### config.mk
export PLATFORM = sky130hd
export DESIGN_NAME = i2cee_reply
export DESIGN_NICKNAME = d
export VERILOG_FILES = /design/src/rtl/i2cee_pkg.sv /design/src/rtl/i2cee_reply.sv
export SDC_FILE = /design/constraint.sdc
export NUM_CORES = 1
export LEC_CHECK = 0
export ABC_AREA = 1
export BUFFER_PORTS_ARGS = -buffer_cell sky130_fd_sc_hd__buf_2
export CORE_MARGIN = 3
export CORE_UTILIZATION = 39
export DETAILED_ROUTE_END_ITERATION = 6
export PLACE_DENSITY = 0.68
export REMOVE_ABC_BUFFERS = 1
export SETUP_SLACK_MARGIN = 0.02
export SYNTH_ARGS = -nofsm -noshare
export SYNTH_HDL_FRONTEND = slang
export SYNTH_SLANG_ARGS = --single-unit
### constraint.sdc
create_clock -name clk -period 1.65 [get_ports clk]
set_input_delay 0.2475 -clock clk [delete_from_list [all_inputs] [get_ports clk]]
set_output_delay 0.2475 -clock clk [all_outputs]
set_load 0.02 [all_outputs]
### src/rtl/i2cee_pkg.sv
// Shared types and constants for the I2C EEPROM target.
// No dependencies; imported by i2cee_reply and i2c_eeprom_target_unit.
package i2cee_pkg;

  // Width of the address pointer registers (base and offset)
  localparam int unsigned PTR_W = 16;

  // Control code bits; a start is refused unless it carries at least one of them
  localparam logic [7:0] CONTROL_CODE = 8'hA0;

  // Data field carried by an acknowledge
  localparam logic [7:0] ACK_BYTE = 8'h01;

  typedef enum logic [1:0] {
    PH_STOPPED   = 2'd0,
    PH_ADDR_HIGH = 2'd1,
    PH_ADDR_LOW  = 2'd2,
    PH_STARTED   = 2'd3
  } phase_t;

  typedef enum logic {
    REPLY_ACK  = 1'b0,
    REPLY_DATA = 1'b1
  } reply_kind_t;

  // Replies owed for one bus event: acknowledges first, then an optional read byte
  typedef struct packed {
    logic [1:0] acks;
    logic       rd;
    logic [2:0] sel;
  } reply_set_t;

endpackage

### src/rtl/i2cee_reply.sv
// Output buffer of the I2C EEPROM target: holds one event's reply set and
// hands its replies out one per handshake. Depends on i2cee_pkg.
module i2cee_reply import i2cee_pkg::*; (
  input  logic             clk,
  input  logic             rst,
  input  logic             load_valid,
  input  reply_set_t       load_set,
  input  logic [7:0]       load_data,
  output logic             load_ready,
  output logic             out_valid,
  input  logic             out_ready,
  output logic             reply_kind,
  output logic [2:0]       reply_select,
  output logic [7:0]       reply_data,
  output logic             last
);

  logic       ob_valid;
  logic [1:0] ob_acks;
  logic       ob_rd;
  logic [2:0] ob_sel;
  logic [7:0] ob_data;
  logic       fire;
  logic       finish;

  // Acknowledges go out first; the read byte, if any, closes the set
  assign out_valid    = ob_valid;
  assign reply_kind   = (ob_acks == 2'd0) ? REPLY_DATA : REPLY_ACK;
  assign reply_select = ob_sel;
  assign reply_data   = (ob_acks == 2'd0) ? ob_data : ACK_BYTE;
  assign last         = (ob_acks == 2'd0) || (ob_acks == 2'd1 && !ob_rd);

  assign fire       = ob_valid && out_ready;
  assign finish     = fire && last;
  assign load_ready = !ob_valid || finish;

  // Hold the current set; load the next one as the last reply leaves
  always_ff @(posedge clk) begin
    if (rst) begin
      ob_valid <= 1'b0;
      ob_acks  <= 2'd0;
    end else if (load_ready) begin
      ob_valid <= load_valid;
      ob_acks  <= load_set.acks;
    end else if (fire && ob_acks != 2'd0) begin
      ob_acks <= ob_acks - 2'd1;
    end
  end

  // Payload of the set needs no reset
  always_ff @(posedge clk) begin
    if (load_ready && load_valid) begin
      ob_rd   <= load_set.rd;
      ob_sel  <= load_set.sel;
      ob_data <= load_data;
    end
  end

endmodule
==> summary.txt, run 1 <==
Die
  – DIE AREA: 0.00225 mm^2
  – Chip Width: 47.4 um
  – FP Rows: 14
  – Core Area: 0.00156 mm^2
  – Io pins: 33
  – Die Height: 47.4 um
  – Starting Density: 0.429

Synth
  – Post-synth cell types: 17
  – Area contributors post-synth: edfxtp_1, inv_1, dfxtp_1, nand2_1, ha_1
  – Cell count after synthesis: 62
  – Cell taking the most area after synthesis: edfxtp_1
  – Mean Syn Cell Area: 10.8 um^2
  – Yosys top cell area share: 0.539
  – Yosys reg bits: 15
  – Sequential cell area fraction in the yosys report: 0.629
  – Synth warn: 0
  – Mapped Area: 668 um^2

Route
  – 1st-iter DRT viols: 7
  – Remaining DRCs: 0
  – WL final: 1210 um
  – WL/cell: 10.4 um
  – Via count: 500
  – Via-per-instance ratio: 4.31
  – Drt first pass iters: 4
  – Antenna Nets Post-Route: 0

Pwr
  – Peak supply drop: 0.561 mV
  – Sequential power share: 0.514
  – Power density over the cells: 978 mW/mm^2
  – Sw Ratio: 0.298
  – Net Switching: 264 uW
  – Total power: 888 uW
  – Static leakage: 0.488 nW
  – Internal power: 623 uW
  – Logic pwr share: 0.259
  – Clk pwr share: 0.227

Clock network
  – CTS Sinks: 15
  – Clock buffer count from CTS: 3
  – CTS Buffer Depth: 2
  – CTS tree: done
  – Root Driver: clkbuf_4
  – Clk slew on worst S/H paths: 0.08 ns
  – Hold_buf cts: 0
  – CTS H-tree lvls: 1
  – Clock Latency Late Sink: 0.28 ns

Layout
  – Diode count: 0
  – P&R area growth vs syn: 35.8%
  – Commonest non-fill, non-tap cell in the layout: buf_2
  – Layout cell share with drive strength beyond 1: 0.540
  – Final Util: 0.582
  – Commonest non-fill, non-tap cells in the layout: buf_2, inv_1, edfxtp_1
  – Layout fillers: 150
  – Design area: 907 um^2
  – # nets final: 121

Global route
  – Initial antenna violation count: 0
  – GRT overflow: 0
  – First-pass GRT wire length: 1830 um
  – Vias in the first global route: 448
  – Largest net degree at the start of global routing: 10
  – Total track usage: 0.123

Timing
  – Clock Skews: 0.000457 ns
  – Crit share post-route: 0.936
  – RSZ-0062 raised after global routing: false
  – Max-slew violations: 0
  – Setup violators final: 0
  – Hold WS: 0.123 ns
  – Tmin final: 1.54 ns
  – Tightest Pin Transition: 0.228 ns
  – Max Clock Freq: 0.648 GHz
  – Hold Vio Cnt, Final: 0
  – Slew headroom: 0.848

Setup path
  – Worst Path Max Fanout: 4
  – Crit path arrival time: 1.30 ns
  – Crit. End Element: output pin
  – WS Path Type: reg2out
  – Startpoint types: flop
  – FF-to-FF setup slack: 0.24 ns
  – Worst endpoint required time: 1.40 ns

Placed design
  – Placed wire-length estimate: 1030 um
  – Port bufs: 32
  – Dpl cell area: 860 um^2
  – GP Congestion: 0.810

Min path
  – Hold/Removal Path Class: in2reg

Job
  – # Max-Cap Violations: 0

Run status
  – Outcome: completed
## flip-flops by register name (all words and copies together) (netlist names)
signal / cells
ob_data: 8
out_valid: 1
reply_select: 3
ob_rd: 1
ob_acks: 2
## stage by stage
stage / setup WS, ns / setup TNS, ns / instances
after floorplan: -0.299 / -3.58 / 61
after detailed placement: 0.193 / 0 / 112
final: 0.106 / 0 / 116
after global routing: 0.00311 / 0 / 116
after global placement: 0.263 / 0 / 112
after CTS: 0.0131 / 0 / 116
## metal layers
layer | vias to the layer above | GRT usage | part of all wire
li1 | 264 | - | -
met1 | 211 | 0.138 | 0.40
met2 | 21 | 0.201 | 0.50
met3 | 4 | 0.0345 | 0.069
met4 | 0 | 0.0829 | 0.026
met5 | - | 0 | 0
## Yosys cell counts
cell type	n
inv_1	18
edfxtp_1	12
nand2_1	11
dfxtp_1	3
nand2_2	3
ha_1	2
nand3_1	2
o21ai_0	2
a21oi_1	1
a21oi_2	1
buf_6	1
inv_4	1
nand2_4	1
nand3_4	1
nor2_1	1
o21ai_1	1
or2_2	1
## layout make-up
| class | instances | area [um^2] | area share |
|---|---|---|---|
| flip-flops and latches | 15 | 423 | 0.466 |
| repair buffers | 35 | 183 | 0.201 |
| multi-input cells | 27 | 180 | 0.199 |
| inverters | 19 | 73.8 | 0.0814 |
| clock buffers | 3 | 22.5 | 0.0248 |
| well taps | 16 | 20.0 | 0.0221 |
| clock inverters | 1 | 5.00 | 0.00552 |
## cell families (layout without fill, tap and decap cells)
family,after synthesis,after routing,share of synthesized area
AO/OA/AOI/OAI,5,5,0.0431
buffers and inverters,20,58,0.127
flip-flops,15,15,0.629
adder cells (fa/ha/maj),2,2,0.0374
AND/OR/NAND/NOR,20,20,0.163
## critical path: stages, from the launching register on
cell and delay (ns):
dfxtp_2 0.34, inv_2 0.05, ha_2 0.17, nand2_2 0.09, nand3_4 0.09, nand2_4 0.09
inv_1 0.04, buf_2 0.15
## power by group through the flow
stage                     combinational [mW]  clock, mW  sequential (mW)
after floorplan                        0.130          0            0.470
after global placement                 0.221          0            0.462
after detailed placement               0.225          0            0.463
after CTS                              0.227      0.212            0.455
after global routing                   0.254      0.237            0.459
final                                  0.230      0.201            0.456
## timing repair
item	in CTS	in global routing
setup buffers	0	0
resized for setup	2	6
pin swaps	1	0
endpoints found under the hold margin	0	0
cloned	0	0
setup endpoints to repair	9	8
## final timing paths
check,start,endpoint,cells after the start
setup / recovery,ob_acks[1],load_ready,7
hold reg to reg,ob_acks[1],ob_acks[1],2
setup reg to reg,ob_acks[1],ob_data[3],7
hold / removal,rst,ob_acks[1],2
Note: power is estimated with default switching activity, not from simulation.
==> run 2, diff against run 1 <==
Settings changed: CORE_UTILIZATION 39 to 43, PLACE_DENSITY 0.68 to 0.72.
Clock period 1.65 ns to 1.5 ns, I/O delays scaled along.
==> run 2 against run 1 <==
  * Sequential cell count did not move
  * Largest cell class unchanged
  * Sequential power rose by 11%
  * Clock-buffer cell count did not move
  * Critical endpoint is now reply_data[0]
  * Non-clock buffer count rose by 6
==> summary.txt, run 2 (same netlist as run 1, synthesis figures left out) <==
Run status
  – Outcome: completed

Layout
  – Commonest non-fill, non-tap cell in the layout: buf_2
  – Largest Register: ob_data
  – Layout cell share with drive strength beyond 1: 0.660 (+0.120)
  – Layout fillers: 87 (-42%)
  – Flip-flop count of the largest register after layout: 8 (unchanged)
  – # nets final: 127 (+5.0%)
  – Commonest non-fill, non-tap cells in the layout: buf_2, inv_1, edfxtp_1
  – P&R area growth vs syn: 58.2%
  – Diode count: 0 (unchanged)

Route
  – Via-per-instance ratio: 4.83 (+12%)
  – WL/cell: 12.9 um (+24%)
  – Drt first pass iters: 4 (unchanged)
  – Remaining DRCs: 0 (unchanged)
  – 1st-iter DRT viols: 14 (+7)
  – Via count: 585 (+17%)
  – Antenna Nets Post-Route: 0 (unchanged)
  – WL final: 1560 um (+29%)

Clock network
  – CTS tree: done
  – CTS Sinks: 15 (unchanged)
  – Clock Latency Late Sink: 0.28 ns (about the same)
  – Clock buffer count from CTS: 3 (unchanged)
  – Root Driver: clkbuf_4
  – CTS Buffer Depth: 2 (unchanged)
  – Clk slew on worst S/H paths: 0.09 ns (about the same)
  – Hold_buf cts: 0 (unchanged)
  – CTS H-tree lvls: 1 (unchanged)

Setup path
  – Most used cell, CP: inv_4
  – Crit-path max cell delay: 0.37 ns (+0.03 ns)
  – Setup crit start: ob_acks[0]
  – R2R Path Start: ob_acks[1]
  – Worst endpoint required time: 1.27 ns (-0.13 ns)
  – Crit path arrival time: 1.25 ns (-0.05 ns)
  – CP Cell Sequence: inv_4 > ha_4 > inv_4 > or2_4 > buf_6
  – WS Path Type: reg2out
  – Startpoint types: flop
  – Crit. End Element: output pin
  – CP max stage cell: dfxtp_4
  – Cells on worst reg2reg path: 8 (+1)
  – Worst Path Max Fanout: 3 (-1)

Pwr
  – Total power: 1.09 mW (+23%)
  – Peak supply drop: 0.743 mV (+33%)
  – Static leakage: 0.542 nW (+11%)
  – Power density over the cells: 1030 mW/mm^2 (+5.2%)

Global route
  – GRT overflow: 0 (unchanged)
  – Total track usage: 0.159 (+0.0355)
  – First-pass GRT wire length: 2320 um (+27%)
  – Largest net degree at the start of global routing: 10 (unchanged)
  – Vias in the first global route: 583 (+30%)
  – Initial antenna violation count: 0 (unchanged)

Timing
  – Max-slew violations: 0 (unchanged)
  – Clock Skews: 0.0102 ns (+0.00970 ns)
  – RSZ-0062 raised after global routing: true
  – Hold WS: 0.111 ns (-0.0114 ns)
  – Setup violators final: 0 (unchanged)
  – Tmin final: 1.48 ns
  – Slew headroom: 0.847 (-0.000947)
  – Max Clock Freq: 0.676 GHz
  – Tightest Pin Transition: 0.229 ns (+0.00142 ns)
  – Crit share post-route: 0.986
  – Hold Vio Cnt, Final: 0 (unchanged)

Job
  – # Max-Cap Violations: 0 (unchanged)

Die
  – FP Rows: 13 (-1)
  – Io pins: 33 (unchanged)
  – Chip Width: 45.4 um (-4.2%)
  – Die Height: 45.4 um (-4.2%)
  – Starting Density: 0.483 (+0.0547)
  – Core Area: 0.00138 mm^2 (-11%)
  – DIE AREA: 0.00206 mm^2 (-8.1%)

Min path
  – Hold/Removal Path Class: in2reg
  – Hold path start: load_data[5]
  – Hold depth: 1 (-1)

Placed design
  – Placed wire-length estimate: 1070 um (+3.8%)
  – Port bufs: 32 (unchanged)
  – GP Congestion: 0.755 (-6.8%)
## run 2: repair_timing
| item | in CTS | in global routing |
|---|---|---|
| endpoints found under the hold margin | 0 | 0 |
| pin swaps | 2 | 5 |
| endpoints found under the setup margin | 10 | 21 |
| setup buffers | 4 | 2 |
| gates resized for setup | 14 | 30 |
## run 2: final timing paths
path / end / slack (ns)
hold / removal: ob_data[5] / 0.11
setup / recovery: reply_data[0] / 0.02
hold reg to reg: ob_acks[1] / 0.61
setup reg to reg: reply_select[1] / 0.08
## run 2: area by class of cell
class / count / area [um^2] / share of cell area
multi-input combinational: 27 / 218 / 0.206
timing repair buffer: 41 / 292 / 0.276
sequential: 15 / 425 / 0.402
clock buffer: 3 / 22.5 / 0.0213
clock inverter: 1 / 5.00 / 0.00473
inverter: 19 / 76.3 / 0.0722
tap: 15 / 18.8 / 0.0178
## run 2: per-stage QoR
step,utilization,worst slack [ns],TNS [ns],cells,instance area (um^2)
2_1_floorplan,-,-0.449,-5.38,61,657
3_3_place_gp,0.621,0.125,0,111,858
3_5_place_dp,0.621,0.0664,0,111,858
4_1_cts,0.690,-0.0117,-0.0117,119,953
5_1_grt,0.765,-0.0241,-0.0639,121,1060
6_report,0.765,0.0205,0,121,1060
## run 2: per-layer routing
metal / global-route usage / wire [um]
met2: 0.281 / 855
met1: 0.168 / 585
met5: 0 / 0
met3: 0.0316 / 81
met4: 0.0994 / 36
## run 2: power breakdown
group	switching [mW]	internal [mW]	total, mW	leakage (nW)
sequential	0.0192	0.488	0.507	0.141
clock	0.126	0.0989	0.225	0.0177
combinational	0.190	0.167	0.357	0.384
total	0.335	0.754	1.09	0.542
## run 2: critical path: cells and delay by family (launching register included)
family,cells,cell delay [ns]
buf+inv,3,0.24
fa+ha+maj,1,0.15
simple gates,1,0.22
flops,1,0.37
